**config.mk**
```make
export PLATFORM = sky130hd
export DESIGN_NAME = dilution_protocol_sequencer_unit
export DESIGN_NICKNAME = d
export VERILOG_FILES = /design/src/hdl/dps_pkg.sv /design/src/hdl/dps_ram.sv /design/src/hdl/dilution_protocol_sequencer_unit.sv
export SDC_FILE = /design/constraint.sdc
export NUM_CORES = 1
export LEC_CHECK = 0
export BUFFER_PORTS_ARGS = -buffer_cell sky130_fd_sc_hd__buf_2
export CAP_MARGIN = 40
export CORE_MARGIN = 8
export CORE_UTILIZATION = 45
export CTS_BUF_LIST = sky130_fd_sc_hd__clkbuf_2 sky130_fd_sc_hd__clkbuf_4 sky130_fd_sc_hd__clkbuf_8
export DETAILED_ROUTE_END_ITERATION = 10
export PLACE_DENSITY = 0.65
export SYNTH_ARGS = -nofsm -noshare
export SYNTH_HDL_FRONTEND = slang
export SYNTH_SLANG_ARGS = --single-unit
```
**constraint.sdc**
```tcl
create_clock -name clock -period 12.35 [get_ports clock]
set_input_delay 3.0875 -clock clock [delete_from_list [all_inputs] [get_ports clock]]
set_output_delay 3.0875 -clock clock [all_outputs]
set_load 0.03 [all_outputs]
```
**src/hdl/dps_pkg.sv**
```systemverilog
// Types and constants of the dilution program sequencer.
package dps_pkg;

   // Step opcodes; codes 6 and 7 are stored as given and never complete
   typedef enum logic [2:0] {
      OP_END     = 3'd0,
      OP_MONITOR = 3'd1,
      OP_OUTFLOW = 3'd2,
      OP_INFLOW  = 3'd3,
      OP_WAIT    = 3'd4,
      OP_PAUSE   = 3'd5
   } opcode_type;

   // Item kinds
   localparam logic FUNC_TICK = 1'b0;
   localparam logic FUNC_LOAD = 1'b1;

   // Control register indexes
   localparam int CSR_INDEX_W = 1;
   localparam int CSR_DATA_W  = 16;
   localparam logic [CSR_INDEX_W-1:0] CSR_LOOP_ENABLED     = 1'd0;
   localparam logic [CSR_INDEX_W-1:0] CSR_DENSITY_SETPOINT = 1'd1;

   localparam logic [15:0] SETPOINT_RESET = 16'd200;

   // Input item
   typedef struct packed {
      logic        func;
      logic [31:0] now_ms;
      logic [15:0] density_sample;
      logic [2:0]  load_index;
      logic [2:0]  load_opcode;
      logic [30:0] load_value;
   } req_type;

   // Result item
   typedef struct packed {
      logic               inflow_on;
      logic               outflow_on;
      logic [2:0]         current_step;
      logic signed [31:0] countdown_ms;
      logic               step_finished;
      logic               is_paused;
   } rsp_type;

   // One program table entry as held in memory
   typedef struct packed {
      logic [2:0]  op;
      logic [30:0] value;
   } entry_type;

endpackage

```
**src/hdl/dps_ram.sv**
```systemverilog
// Generic single-write, single-read synchronous RAM with registered read data.
module dps_ram #(
   parameter int WIDTH = 8,
   parameter int DEPTH = 8
) (
   input  logic                     clock,
   input  logic                     write_en,
   input  logic [$clog2(DEPTH)-1:0] write_addr,
   input  logic [WIDTH-1:0]         write_data,
   input  logic [$clog2(DEPTH)-1:0] read_addr,
   output logic [WIDTH-1:0]         read_data
);

   logic [WIDTH-1:0] mem_ff [DEPTH];
   logic [WIDTH-1:0] read_data_ff;

   // Write port and read-before-write read port
   always_ff @(posedge clock) begin
      if (write_en) begin
         mem_ff[write_addr] <= write_data;
      end
      read_data_ff <= mem_ff[read_addr];
   end

   assign read_data = read_data_ff;

endmodule

```
**src/hdl/dilution_protocol_sequencer_unit.sv**
```systemverilog
// Top level of the dilution program sequencer: table memories, step evaluation, result register.
//
//   channel  direction  handshake              payload
//   req      in         req_valid / req_stall  req_data  (tick or program load)
//   rsp      out        rsp_valid / rsp_stall  rsp_data  (state after the item)
//   csr      in         csr_write_enable       csr_index, csr_wdata
//
// One item per cycle while no result is stalled: an item is evaluated in the cycle of
// its transfer and its result appears in the output register on the next cycle. The
// step pointer loop (evaluate, advance, re-address both table memories) closes through
// the pointer register and the registered memory reads. Reset clears control state and
// the entry valid bits; no clearing pass. While a result is stalled no item is taken until it drains.
module dilution_protocol_sequencer_unit import dps_pkg::*; #(
   parameter int PROGRAM_DEPTH = 8
) (
   input  logic                   clock,
   input  logic                   reset,
   input  logic                   req_valid,
   output logic                   req_stall,
   input  req_type                req_data,
   output logic                   rsp_valid,
   input  logic                   rsp_stall,
   output rsp_type                rsp_data,
   input  logic                   csr_write_enable,
   input  logic [CSR_INDEX_W-1:0] csr_index,
   input  logic [CSR_DATA_W-1:0]  csr_wdata
);

   localparam int PW = $clog2(PROGRAM_DEPTH);
   localparam int EW = $bits(entry_type);
   localparam logic [PW-1:0] LAST_IDX = PW'(PROGRAM_DEPTH - 1);

   // Control registers
   logic        loop_en_ff,  loop_en_in;
   logic [15:0] setpoint_ff, setpoint_in;

   // Sequencer state
   logic [PW-1:0] ptr_ff,        ptr_in;
   logic          wait_active_ff, wait_active_in;
   logic [31:0]   wait_start_ff, wait_start_in;
   logic [31:0]   remaining_ff,  remaining_in;
   logic          pause_ff,      pause_in;
   logic          inflow_ff,     inflow_in;
   logic          outflow_ff,    outflow_in;
   logic [2:0]    op0_ff,        op0_in;

   // Table bookkeeping: valid bits, read valids and write bypass
   logic [PROGRAM_DEPTH-1:0] valid_ff, valid_in;
   logic          rd_valid_a_ff, rd_valid_a_in;
   logic          rd_valid_b_ff, rd_valid_b_in;
   logic          byp_a_ff,      byp_a_in;
   logic          byp_b_ff,      byp_b_in;
   entry_type     byp_data_ff;

   // Result register
   logic          rsp_valid_ff,  rsp_valid_in;
   rsp_type       rsp_data_ff,   rsp_data_in;

   logic          accept;
   logic          tick_run;
   logic          done;
   logic          wrap;
   logic          we;
   logic [PW-1:0] waddr;
   entry_type     wdata;
   logic [PW-1:0] raddr_a, raddr_b;
   logic [EW-1:0] ram_a_rdata, ram_b_rdata;
   entry_type     cur, nxt;
   logic [2:0]    new_op;
   logic [31:0]   wait_diff;

   // Handshake: the result register frees when taken
   assign req_stall = rsp_valid_ff & rsp_stall;
   assign accept    = req_valid & ~req_stall;
   assign tick_run  = accept & (req_data.func == FUNC_TICK) & loop_en_ff & ~pause_ff;

   // Table write for a load within the table
   assign we    = accept & (req_data.func == FUNC_LOAD)
                  & (32'(req_data.load_index) < 32'(PROGRAM_DEPTH));
   assign waddr = PW'(req_data.load_index);
   assign wdata = '{op: req_data.load_opcode, value: req_data.load_value};

   // Entries at the pointer and after it, with bypass and reset value
   always_comb begin
      if (byp_a_ff) begin
         cur = byp_data_ff;
      end else if (rd_valid_a_ff) begin
         cur = entry_type'(ram_a_rdata);
      end else begin
         cur = '0;
      end
      if (byp_b_ff) begin
         nxt = byp_data_ff;
      end else if (rd_valid_b_ff) begin
         nxt = entry_type'(ram_b_rdata);
      end else begin
         nxt = '0;
      end
   end

   // Step evaluation
   always_comb begin
      wait_active_in = wait_active_ff;
      wait_start_in  = wait_start_ff;
      remaining_in   = remaining_ff;
      pause_in       = pause_ff;
      inflow_in      = inflow_ff;
      outflow_in     = outflow_ff;
      done           = 1'b0;
      wait_diff      = 32'({1'b0, cur.value}) - (req_data.now_ms - wait_start_ff);
      if (tick_run) begin
         case (cur.op)
            OP_MONITOR: begin
               done = (cur.value == '0) | (req_data.density_sample < setpoint_ff);
            end
            OP_OUTFLOW: begin
               outflow_in = (cur.value != '0);
               done       = 1'b1;
            end
            OP_INFLOW: begin
               inflow_in = (cur.value != '0);
               done      = 1'b1;
            end
            OP_WAIT: begin
               if (!wait_active_ff) begin
                  wait_active_in = 1'b1;
                  wait_start_in  = req_data.now_ms;
                  remaining_in   = 32'({1'b0, cur.value});
               end else if (wait_diff[31]) begin
                  done           = 1'b1;
                  wait_active_in = 1'b0;
                  remaining_in   = '0;
               end else begin
                  remaining_in = wait_diff;
               end
            end
            OP_PAUSE: begin
               pause_in = (cur.value == '0);
            end
            default: begin
               done = 1'b0;
            end
         endcase
      end
   end

   // Pointer advance and memory read addresses
   always_comb begin
      wrap   = (ptr_ff == LAST_IDX) | (nxt.op == OP_END);
      ptr_in = ptr_ff;
      new_op = cur.op;
      if (done) begin
         if (wrap) begin
            ptr_in = '0;
            new_op = op0_ff;
         end else begin
            ptr_in = ptr_ff + 1'b1;
            new_op = nxt.op;
         end
      end else if (we && (waddr == ptr_ff)) begin
         new_op = wdata.op;
      end
      raddr_a = ptr_in;
      raddr_b = (ptr_in == LAST_IDX) ? '0 : ptr_in + 1'b1;
   end

   // Valid bits, read valids, bypass and entry-0 opcode copy
   always_comb begin
      valid_in = valid_ff;
      op0_in   = op0_ff;
      if (we) begin
         valid_in = valid_ff | ({{(PROGRAM_DEPTH-1){1'b0}}, 1'b1} << waddr);
         if (waddr == '0) begin
            op0_in = wdata.op;
         end
      end
      rd_valid_a_in = valid_ff[raddr_a];
      rd_valid_b_in = valid_ff[raddr_b];
      byp_a_in      = we & (waddr == raddr_a);
      byp_b_in      = we & (waddr == raddr_b);
   end

   // Control register writes
   always_comb begin
      loop_en_in  = loop_en_ff;
      setpoint_in = setpoint_ff;
      if (csr_write_enable) begin
         case (csr_index)
            CSR_LOOP_ENABLED:     loop_en_in  = csr_wdata[0];
            CSR_DENSITY_SETPOINT: setpoint_in = csr_wdata;
            default:              loop_en_in  = loop_en_ff;
         endcase
      end
   end

   // Result of the item in transfer
   always_comb begin
      rsp_valid_in = accept | (rsp_valid_ff & rsp_stall);
      rsp_data_in  = rsp_data_ff;
      if (accept) begin
         rsp_data_in.inflow_on     = inflow_in;
         rsp_data_in.outflow_on    = outflow_in;
         rsp_data_in.current_step  = 3'(ptr_in);
         rsp_data_in.countdown_ms  = (new_op == OP_WAIT) ? signed'(remaining_in) : '0;
         rsp_data_in.step_finished = done;
         rsp_data_in.is_paused     = pause_in;
      end
   end

   // Control state
   always_ff @(posedge clock) begin
      if (reset) begin
         loop_en_ff     <= 1'b0;
         setpoint_ff    <= SETPOINT_RESET;
         ptr_ff         <= '0;
         wait_active_ff <= 1'b0;
         wait_start_ff  <= '0;
         remaining_ff   <= '0;
         pause_ff       <= 1'b0;
         inflow_ff      <= 1'b0;
         outflow_ff     <= 1'b0;
         op0_ff         <= OP_END;
         valid_ff       <= '0;
         rd_valid_a_ff  <= 1'b0;
         rd_valid_b_ff  <= 1'b0;
         byp_a_ff       <= 1'b0;
         byp_b_ff       <= 1'b0;
         rsp_valid_ff   <= 1'b0;
      end else begin
         loop_en_ff     <= loop_en_in;
         setpoint_ff    <= setpoint_in;
         ptr_ff         <= ptr_in;
         wait_active_ff <= wait_active_in;
         wait_start_ff  <= wait_start_in;
         remaining_ff   <= remaining_in;
         pause_ff       <= pause_in;
         inflow_ff      <= inflow_in;
         outflow_ff     <= outflow_in;
         op0_ff         <= op0_in;
         valid_ff       <= valid_in;
         rd_valid_a_ff  <= rd_valid_a_in;
         rd_valid_b_ff  <= rd_valid_b_in;
         byp_a_ff       <= byp_a_in;
         byp_b_ff       <= byp_b_in;
         rsp_valid_ff   <= rsp_valid_in;
      end
   end

   // Payload registers
   always_ff @(posedge clock) begin
      byp_data_ff <= wdata;
      rsp_data_ff <= rsp_data_in;
   end

   // Two copies of the table: one read at the pointer, one after it
   dps_ram #(
      .WIDTH (EW),
      .DEPTH (PROGRAM_DEPTH)
   ) u_ram_cur (
      .clock      (clock),
      .write_en   (we),
      .write_addr (waddr),
      .write_data (wdata),
      .read_addr  (raddr_a),
      .read_data  (ram_a_rdata)
   );

   dps_ram #(
      .WIDTH (EW),
      .DEPTH (PROGRAM_DEPTH)
   ) u_ram_nxt (
      .clock      (clock),
      .write_en   (we),
      .write_addr (waddr),
      .write_data (wdata),
      .read_addr  (raddr_b),
      .read_data  (ram_b_rdata)
   );

   assign rsp_valid = rsp_valid_ff;
   assign rsp_data  = rsp_data_ff;

endmodule

```
==> impl_results.md, run 1 <==
- Status: finished clean
- EDFF count, synth: 311
- CTS tree: built
- Mapped Avg Cell Area: 11.7 um2
- Synth cell types: just under 80
- Post-synthesis async set-or-reset flop share: 0
- Root Buffer: clkbuf_8
- Crit share post-route: 0.635
- DRT antenna net count: 0
- Cells after synthesis: 1829
- Minimum clock period: between 7 and 8 ns
- Worst-path clk slew: about 0.06 ns
- Initial Utilization: 0.453
- Max Cap Viol: 0
- Die width: 234 um
- Mapped Nets: ~2000
- Worst setup SP type: input pin
- Final setup fails: 0
- Die area: roughly 55000 um2
- Crit path cell chain: buf_2 -> fa_1 -> inv_1 -> ha_1 -> a21oi_2 -> o21ai_1 -> a311o_1 -> nor4_4 -> nor2_2 -> mux2_4 -> and3_2 -> buf_4 -> nor2_4 -> inv_2 -> ha_1 -> ha_1 -> a31oi_4 -> nand2_4 -> mux4_1 -> mux2_2
- Yosys top cell area share: 0.435
- Area grow syn2layout: 14.2%
- Fin. Hold Viols: 0
- Initial antenna violation count: 2
- Ports: 149
- Main synth FF type: edfxtp_1
- Crit-path leading delay family: adder cells
- Avg WL per Cell: about 22 um
- Clk_skew: between 0.02 and 0.025 ns
- CTS buffer count: 79
- Worst EP required: between 10 and 15 ns
- Pre-antenna DRT Iters: 5
- Via density per instance: around 5.7
- Pre-CTS setup slack: approximately 4 ns
- RSZ-0062 raised after global routing: false
- Hold WS: around 0.44 ns
- Seq/Total Area, Yosys: 0.598
- Vias in the first global route: ~15000
- Share of layout cells above drive strength 1: 0.179
- Highest clock rate: between 0.1 and 0.15 GHz
- Largest area contributor in the netlist: edfxtp_1
- Register bit total from synthesis: approximately 490
- Tot GR Track Use: 0.211
- CTS Hold Buffers Added: 0
- Slowest stage delay, CP: about 0.53 ns
- DRT iter0 DRCs: 1141
- Worst-margin pin slew: roughly 0.91 ns
- Vias: about 15000
- YS warnings: 0
- Post-CTS Setup Repair Bufs: 0
- Peak supply drop: 0.0756 mV
- Cell Pwr Density: roughly 140 nW/um2
- Synth top area cells: edfxtp_1, dfxtp_1, a211oi_1, ha_1, fa_1
- CP arrival: roughly 8.4 ns
- Leakage power: 8.87 nW
- Synth Cell Area: ~21000 um2
- Crit path top cell by count: ha_1
- Layout Nets: around 2200
- Max-slew violations: 0
- Global-route wire length before repair: between 80000 and 90000 um
- Clk buf depth: 3
- DP HPWL: 38300 um
- Kind of critical path: input pin to flip-flop
- Max_slew headroom: 0.392
- Final WL: ~58000 um
- DRC violations left: 0
- Grt ovf: 0
- Htree depth: 3
- CP max FO: 71
- Setup ws final: 4.51 ns
- RePlAce Congestion: approximately 0.90
- Worst hold-check path type: flip-flop to flip-flop
- Clk_lat worst skew: between 0.6 and 0.7 ns
- TNS Setup: 0 ns
- Die H: around 230 um
- Clk sinks: 486
- Resized cells post-CTS: 0
- # rows: 80
- Setup crit end kind: flip-flop
- Core area: roughly 47000 um2
- Buf/Inv on CP: 4
- Largest net degree at the start of global routing: 78
- Slowest cell on crit path: fa_1
- Core Util, Final: 0.517
- I/O Buffers: 148
==> placed cells by master, fill, tap and decap left out, drive strengths merged, types with 5 or more instances in the layout <==
cell type,n
buf,175
inv,130
a21oi,90
mux4,7
a21boi,8
o22ai,6
xnor2,18
a31oi,12
nand2,123
nand3,19
ha,51
o211ai,14
nand4,10
nor3b,71
or3,5
a21o,11
a22oi,32
o21a,12
clkbuf,123
and3,74
mux2i,8
mux2,7
clkinv,17
nor4,51
a2111oi,5
nor3,29
xor2,12
dfxtp,175
fa,31
and2,16
nor2,124
o21ai,56
edfxtp,311
a211oi,147
o221ai,12
==> cells by family (layout without fill, tap and decap cells) <==
kind of cell / count (synthesis) / after routing / share of synthesized area
simple gates: 543 / 543 / 0.134
flops: 486 / 486 / 0.598
compound gates: 429 / 429 / 0.138
buf+inv: 237 / 448 / 0.0443
fa+ha+maj: 82 / 82 / 0.0586
xor+xnor: 30 / 30 / 0.0122
mux: 22 / 22 / 0.0153
other cells: 0 / 1 / 0
==> cell type report <==
cell class                 instances  area, um2
sequential                       486      12800
clock inverter                    24        160
inverter                         126        473
fill                            4127      22900
timing repair buffer             175        963
multi-input combinational       1106       7800
clock buffer                     123       1510
antenna                            1       2.50
tap                              615        769
==> tightest hold or removal path, delay by kind of cell, from the launching register on <==
family | cells | cell delay [ns]
flip-flops | 1 | 0.30
AND/OR/NAND/NOR | 2 | 0.10
==> synthesized netlist by cell type, types with 5 or more instances <==
master	n
a2111oi_0	5
a211oi_1	146
a21boi_0	7
a21o_1	11
a21oi_1	87
a22oi_1	31
a31oi_1	11
and2_1	16
and3_1	74
buf_1	8
buf_2	22
clkbuf_1	76
dfxtp_1	175
edfxtp_1	311
fa_1	31
ha_1	51
inv_1	125
mux2_2	6
mux2i_1	8
mux4_2	5
nand2_1	121
nand3_1	19
nand4_1	10
nor2_1	122
nor3_1	28
nor3b_1	71
nor4_1	50
o211ai_1	14
o21a_1	12
o21ai_0	52
o221ai_1	12
o22ai_1	5
or3_1	5
xnor2_1	18
xor2_1	12
==> through the flow <==
| step | std cells | power, mW | area [um2] |
|---|---|---|---|
| finish | 2656 | 3.37 | 24500 |
| global route | 2656 | 3.49 | 24500 |
| CTS | 2655 | 3.40 | 24500 |
| detailed placement | 2508 | 1.95 | 22900 |
| global placement | 2507 | 1.95 | 22800 |
| floorplan | 1829 | 1.88 | 21500 |
==> per-layer routing <==
metal | routed length [um] | part of all wire | GRT usage
met3 | 4140 | 0.071 | 0.0464
met4 | 1650 | 0.028 | 0.0793
met2 | 27700 | 0.47 | 0.347
met1 | 25000 | 0.43 | 0.272
met5 | 13 | 0.00022 | 0
==> report_power, final <==
group | internal (mW) | switching (mW)
sequential | 1.75 | 0.0108
combinational | 0.0496 | 0.103
clock | 0.806 | 0.642
==> final timing paths <==
check	slack, ns	end	depth (start not counted)	startpoint
worst min register to register	0.44	remaining_ff[31]	2	remaining_ff[31]
worst min-delay path	0.44	remaining_ff[31]	2	remaining_ff[31]
worst max-delay path	4.51	u_ram_nxt.read_data[33]	20	req_data[63]
worst max register to register	5.13	u_ram_nxt.read_data[33]	23	byp_a_ff
==> state kept, by name (all words and copies together) (netlist names) <==
register,cells
byp_data_ff,34
u_ram_cur.read_data,34
u_ram_nxt.read_data,3
setpoint_ff,16
pause_ff,1
byp_a_ff,1
wait_start_ff,32
op0_ff,3
wait_active_ff,1
remaining_ff,32
byp_b_ff,1
rsp_valid,1
rd_valid_b_ff,1
u_ram_nxt.mem_ff,238
rd_valid_a_ff,1
valid_ff,8
inflow_ff,1
ptr_ff,3
u_ram_cur.mem_ff,34
loop_en_ff,1
rsp_data,39
outflow_ff,1
Power figures use the tool's default switching activity.
==> inputs of run 2 (changes only) <==
==> constraint.sdc (replaced) <==
create_clock -name clock -period 7.7 [get_ports clock]
set_input_delay 1.925 -clock clock [delete_from_list [all_inputs] [get_ports clock]]
set_output_delay 1.925 -clock clock [all_outputs]
set_load 0.03 [all_outputs]
==> impl_results.md, run 2 (synthesis gave the netlist of run 1 again) <==
- Fin. Hold Viols: 0 (unchanged)
- Minimum clock period: around 6.7 ns
- RSZ-0062 raised after global routing: false
- CTS Hold Buffers Added: 0 (unchanged)
- Clk_skew: 0.0267 ns (+0.00194 ns)
- Layout Cells excl Fill: 2670 (+0.53%)
- Worst hold-check path type: flip-flop to flip-flop
- Design area: 24700 um2 (+0.76%)
- CTS buffer count: 80 (+1.3%)
- Post-CTS Setup Repair Bufs: 0 (unchanged)
- Worst-path clk slew: 0.06 ns (about the same)
- Vias: 15500 (+1.5%)
- Initial Utilization: 0.453 (unchanged)
- Worst reg2reg path startpoint: rd_valid_a_ff
- Layout Nets: 2173 (+0.42%)
- Kind of critical path: flip-flop to flip-flop
- Die area: 55000 um2 (unchanged)
- Dpl cell area: 22900 um2 (+0.39%)
- Psw: 1.23 mW (+62%)
- I/O Buffers: 148 (unchanged)
- Sequential group share of total power: 0.514 (-0.010)
- CTS tree: built
- Max Cap Viol: 0 (unchanged)
- Grt ovf: 0 (unchanged)
- Status: finished clean
- Hold EP: wait_start_ff[29]
- Clock power frac: 0.441 (+0.011)
- Die width: 234 um (unchanged)
- Most frequent cells in the layout: edfxtp_1, dfxtp_1, buf_2
- DRT iter0 DRCs: 1334 (+17%)
- Clk sinks: 486 (unchanged)
- RePlAce Congestion: 0.979 (+9.3%)
- Max_slew headroom: 0.365 (-0.0278)
- Resized cells post-CTS: 0 (unchanged)
- DRT antenna net count: 0 (unchanged)
- Final WL: 59700 um (+2.0%)
- CP arrival: 7.18 ns (-1.18 ns)
- Clk_lat worst skew: 0.64 ns (about the same)
- FF-to-FF End: u_ram_nxt.read_data[33]
- Max-slew violations: 0 (unchanged)
- Sw Ratio: 0.223 (-0.00176)
- Area grow syn2layout: 15.1%
- TNS Setup: 0 ns (unchanged)
- Hold Path Depth: 2 (unchanged)
- Comb power frac: 0.044 (about the same)
- Commonest non-fill, non-tap cell in the layout: edfxtp_1
- Vias in the first global route: 15400 (+0.78%)
- Final setup fails: 0 (unchanged)
- Pre-antenna DRT Iters: 5 (unchanged)
- Ports: 149 (unchanged)
- Largest Register: u_ram_nxt.mem_ff
- Via density per instance: 5.80 (+0.98%)
- Setup crit end kind: flip-flop
- Tot GR Track Use: 0.215 (+0.00402)
- Share of layout cells above drive strength 1: 0.185 (+0.00635)
- CP max FO: 31 (-56%)
- Avg WL per Cell: 22.3 um (+1.5%)
- DP HPWL: 38000 um (-0.79%)
- Htree depth: 3 (unchanged)
- Worst EP required: 8.22 ns (-4.65 ns)
- Worst-margin pin slew: 0.953 ns (+0.0416 ns)
- Core area: 47400 um2 (unchanged)
- Min-delay src: wait_start_ff[29]
- Pre-CTS setup slack: 0.822 ns (-3.09 ns)
- Worst setup SP type: flip-flop
- Cell Pwr Density: 223 nW/um2 (+62%)
- Die H: 234 um (unchanged)
- Inst Count DP: 2516 (+0.32%)
- Flip-flop count of the largest register after layout: 238 (unchanged)
- Highest clock rate: 0.150 GHz
- Clk buf depth: 3 (unchanged)
- Peak supply drop: 0.0955 mV (+26%)
- Leakage power: 8.96 nW (+1.0%)
- Initial antenna violation count: 4 (+2)
- R2R cell count: 21 (-8.7%)
- Crit share post-route: 0.865
- Largest net degree at the start of global routing: 76 (-2.6%)
- # rows: 80 (unchanged)
- Flop-to-flop setup slack: 1.04 ns (-4.09 ns)
- DRC violations left: 0 (unchanged)
- Root Buffer: clkbuf_8
- Core Util, Final: 0.521 (+0.00393)
- Internal power: 4.28 mW (+64%)
- Setup ws final: 1.04 ns (-3.47 ns)
- Global-route wire length before repair: 90500 um (+1.5%)
run 2: changes by cell type in the layout (fill, tap and decap cells not counted), moves of 2 or more:
cell and delta:
buf_4 +6, clkinv_1 -5, clkinv_2 +3, diode_2 +3, buf_12 +2, bufinv_16 +2, clkbuf_8 +2, clkinvlp_4 +2
run 2: cell type report:
cell class                 count  area (um2)
clock buffer                 125        1540
fill                        4120       22700
clock inverter                25         223
multi-input combinational   1106        7810
timing repair buffer         183        1050
inverter                     126         473
antenna                        4        10.0
tap                          615         769
sequential                   486       12800
run 2: critical path, stage by stage, from the launching register on:
cell	delay, ns
dfxtp_1	0.58
nor2b_2	0.33
buf_4	0.41
a22oi_1	0.38
fa_1	0.60
inv_1	0.04
ha_1	0.34
a21oi_1	0.24
o21ai_1	0.12
a311o_1	0.46
nor4_4	0.38
nor2_2	0.11
mux2_4	0.38
and3_2	0.28
nor2_4	0.18
inv_2	0.05
ha_1	0.20
ha_1	0.24
a31oi_4	0.22
nand2_4	0.15
mux4_1	0.52
mux2_2	0.27
run 2: layer usage:
metal,vias to the layer above,wire length [um],GRT usage
li1,7140,-,-
met1,7620,25100,0.275
met2,599,28600,0.358
met3,120,4260,0.0433
met4,2,1700,0.0840
met5,-,10,0
run 2: power groups by stage:
stage	clock network, mW	logic (mW)	registers (mW)
2_1_floorplan	0	0.113	2.90
3_3_place_gp	0	0.238	2.89
3_5_place_dp	0	0.244	2.89
4_1_cts	2.48	0.245	2.83
5_1_grt	2.59	0.269	2.83
6_report	2.43	0.244	2.83
run 2: worst max-delay path by stage:
stage	startpoint	cells past startpoint	slack (ns)	to
after floorplan	req_valid	14	0.07	rd_valid_b_ff
after global placement	req_data[63]	19	0.93	u_ram_nxt.read_data[33]
after detailed placement	req_data[63]	19	0.82	u_ram_nxt.read_data[33]
after CTS	rd_valid_a_ff	20	1.18	u_ram_nxt.read_data[33]
after global routing	rd_valid_a_ff	20	0.73	u_ram_nxt.read_data[33]
final	rd_valid_a_ff	21	1.04	u_ram_nxt.read_data[33]
run 2: per-stage QoR:
stage                     hold slack, ns  power, mW
after CTS                          0.455       5.56
final                              0.454       5.50
after global placement             0.442       3.12
after floorplan                    0.419       3.01
after global routing               0.476       5.69
after detailed placement           0.447       3.13
==> inputs of run 3 (changes only) <==
--- a/config.mk
+++ b/config.mk
@@ -11,7 +11,8 @@
 export CORE_UTILIZATION = 45
 export CTS_BUF_LIST = sky130_fd_sc_hd__clkbuf_2 sky130_fd_sc_hd__clkbuf_4 sky130_fd_sc_hd__clkbuf_8
 export DETAILED_ROUTE_END_ITERATION = 10
-export PLACE_DENSITY = 0.65
+export PLACE_DENSITY = 0.64
 export SYNTH_ARGS = -nofsm -noshare
 export SYNTH_HDL_FRONTEND = slang
+export SYNTH_HIERARCHICAL = 1
 export SYNTH_SLANG_ARGS = --single-unit
==> impl_results.md, run 3 <==
- Largest net degree at the start of global routing: 74 (-2.6%)
- Status: finished clean
- Largest Register: u_ram_cur/mem_ff
- Crit share post-route: 0.827 (-0.0385)
- Via density per instance: 5.44 (-6.1%)
- Kind of critical path: flip-flop to flip-flop
- CTS buffer count: 81 (+1.3%)
- CP max FO: 29 (-6.5%)
- Grt ovf: 0 (unchanged)
- Final setup fails: 0 (unchanged)
- Ports: 149 (unchanged)
- DRC violations left: 0 (unchanged)
- Max Cap Viol: 0 (unchanged)
- TNS Setup: 0 ns (unchanged)
- Sw Ratio: 0.219 (-0.00432)
- Sequential group share of total power: 0.531 (+0.017)
- Grt met3 use: 0.0450 (+0.00173)
- Initial antenna violation count: 9 (+5)
- Area grow syn2layout: 14.1%
- DRT antenna net count: 0 (unchanged)
- Leakage power: 9.12 nW (+1.8%)
- Clk buf depth: 3 (unchanged)
- Power, Total: 5.60 mW (+1.8%)
- Fin. Hold Viols: 0 (unchanged)
- YS warnings: 6 (+6)
- Mapped Nets: 1813 (-10%)
- CTS tree: built
- Mapped Avg Cell Area: 13.5 um2 (+15%)
- RePlAce Congestion: 0.845 (-14%)
- R2R cell count: 23 (+9.5%)
- Clk_lat worst skew: 0.65 ns (about the same)
- GR peak layer: met2
- Initial Utilization: 0.452 (-0.000948)
- Root Buffer: clkbuf_8
- Die width: 237 um (+0.97%)
- Synth Cell Area: 21900 um2 (+2.1%)
- Highest clock rate: 0.157 GHz (+4.7%)
- Layout Cells excl Fill: 2484 (-7.0%)
- CP arrival: 6.91 ns (-0.27 ns)
- Comb power frac: 0.044 (about the same)
- Global-route wire length before repair: 80600 um (-11%)
- Clk_skew: 0.0396 ns (+0.0129 ns)
- Worst EP required: 8.24 ns (+0.02 ns)
- Cells after synthesis: 1623 (-11%)
- Peak supply drop: 0.0978 mV (+2.4%)
- # rows: 81 (+1.3%)
- Grt met2 use: 0.298 (-0.0599)
- Flip-flop count of the largest register after layout: 272 (+14%)
- RSZ-0062 raised after global routing: false
- Multi-input gate area: 7520 um2 (-3.6%)
- Final WL: 51900 um (-13%)
- Tot GR Track Use: 0.185 (-0.0303)
- Worst hold-check path type: flip-flop to flip-flop
- Fillers: 4062 (-1.4%)
- Setup crit end kind: flip-flop
- Htree depth: 3 (unchanged)
- Post-CTS Setup Repair Bufs: 0 (unchanged)
- Max_slew headroom: 0.453 (+0.0883)
- Clock power frac: 0.424 (-0.017)
- Share of layout cells above drive strength 1: 0.237 (+0.0513)
- Pre-antenna DRT Iters: 5 (unchanged)
- Die H: 237 um (+0.97%)
- Worst setup SP type: flip-flop
- Register area: 13600 um2 (+5.6%)
- Commonest non-fill, non-tap cell in the layout: edfxtp_1
- DP HPWL: 33600 um (-12%)
- I/O Buffers: 148 (unchanged)
- Resized cells post-CTS: 0 (unchanged)
- GR Util met1: 0.242 (-0.0328)
- Worst-path clk slew: 0.06 ns (about the same)
- Minimum clock period: 6.36 ns (-0.296 ns)
- CTS Hold Buffers Added: 0 (unchanged)
- Internal power: 4.38 mW (+2.4%)
- Worst-margin pin slew: 0.821 ns (-0.133 ns)
- Hold Path Depth: 2 (unchanged)
- Vias in the first global route: 14100 (-8.6%)
- Core area: 48500 um2 (+2.3%)
- Most frequent cells in the layout: edfxtp_1, dfxtp_1, buf_2
- Layout Nets: 1985 (-8.7%)
- Clk sinks: 510 (+4.9%)
- DRT iter0 DRCs: 985 (-26%)
- Psw: 1.22 mW (-0.15%)
- Die area: 56000 um2 (+2.0%)
- Cell Pwr Density: 224 nW/um2 (+0.56%)
- Inst Count DP: 2334 (-7.2%)
- Vias: 13500 (-13%)
- Max-slew violations: 0 (unchanged)
- Avg WL per Cell: 20.9 um (-6.4%)
==> run 3: per-layer routing <==
metal  wire length (um)  vias to the layer above
met2              24300                      416
li1                   -                     6306
met1              22500                     6685
met3               3610                      100
met5                 81                        -
met4               1360                       12
==> run 3: power by group through the flow <==
stage          Combinational, mW  Sequential, mW  Clock [mW]
2_1_floorplan              0.118            3.05           0
3_3_place_gp               0.245            3.03           0
6_report                   0.249            2.98        2.38
5_1_grt                    0.277            2.98        2.56
4_1_cts                    0.252            2.98        2.44
3_5_place_dp               0.250            3.03           0
==> run 3: cell type report <==
| class | count | share of cell area |
|---|---|---|
| Sequential cell | 510 | 0.542 |
| Multi-Input combinational cell | 899 | 0.301 |
| Clock buffer | 131 | 0.0633 |
| Timing Repair Buffer | 173 | 0.0382 |
| Tap cell | 622 | 0.0311 |
| Inverter | 130 | 0.0196 |
| Clock inverter | 17 | 0.00485 |
| Antenna cell | 2 | 0.000200 |
==> run 3: worst paths after layout <==
path	slack [ns]	startpoint	end
setup reg to reg	1.34	rd_valid_a_ff	rd_valid_b_ff
hold / removal	0.44	remaining_ff[31]	remaining_ff[31]
setup / recovery	1.34	rd_valid_a_ff	rd_valid_b_ff
hold reg to reg	0.44	remaining_ff[31]	remaining_ff[31]
==> run 3: critical path: stages, from the launching register on <==
cell,delay [ns]
dfxtp_1,0.31
buf_4,0.17
nor2b_2,0.23
buf_4,0.37
a22oi_1,0.31
fa_1,0.58
inv_1,0.04
ha_1,0.39
nand4_2,0.19
nor3_2,0.22
nand4_1,0.14
a31oi_1,0.41
o21ai_1,0.19
mux2i_1,0.18
nor2_4,0.29
mux2i_4,0.48
inv_4,0.07
ha_1,0.19
ha_1,0.59
nor2_1,0.08
a21oi_1,0.13
o22ai_1,0.10
mux2_1,0.32
a2111oi_2,0.26
==> run 3: through the flow <==
stage | setup slack (ns) | util | area (um2) | hold slack [ns]
after floorplan | 1.40 | - | 21900 | 0.419
after global placement | 0.823 | 0.480 | 23300 | 0.435
after detailed placement | 0.768 | 0.480 | 23300 | 0.433
after CTS | 1.41 | 0.515 | 25000 | 0.443
after global routing | 0.943 | 0.515 | 25000 | 0.466
final | 1.34 | 0.515 | 25000 | 0.440
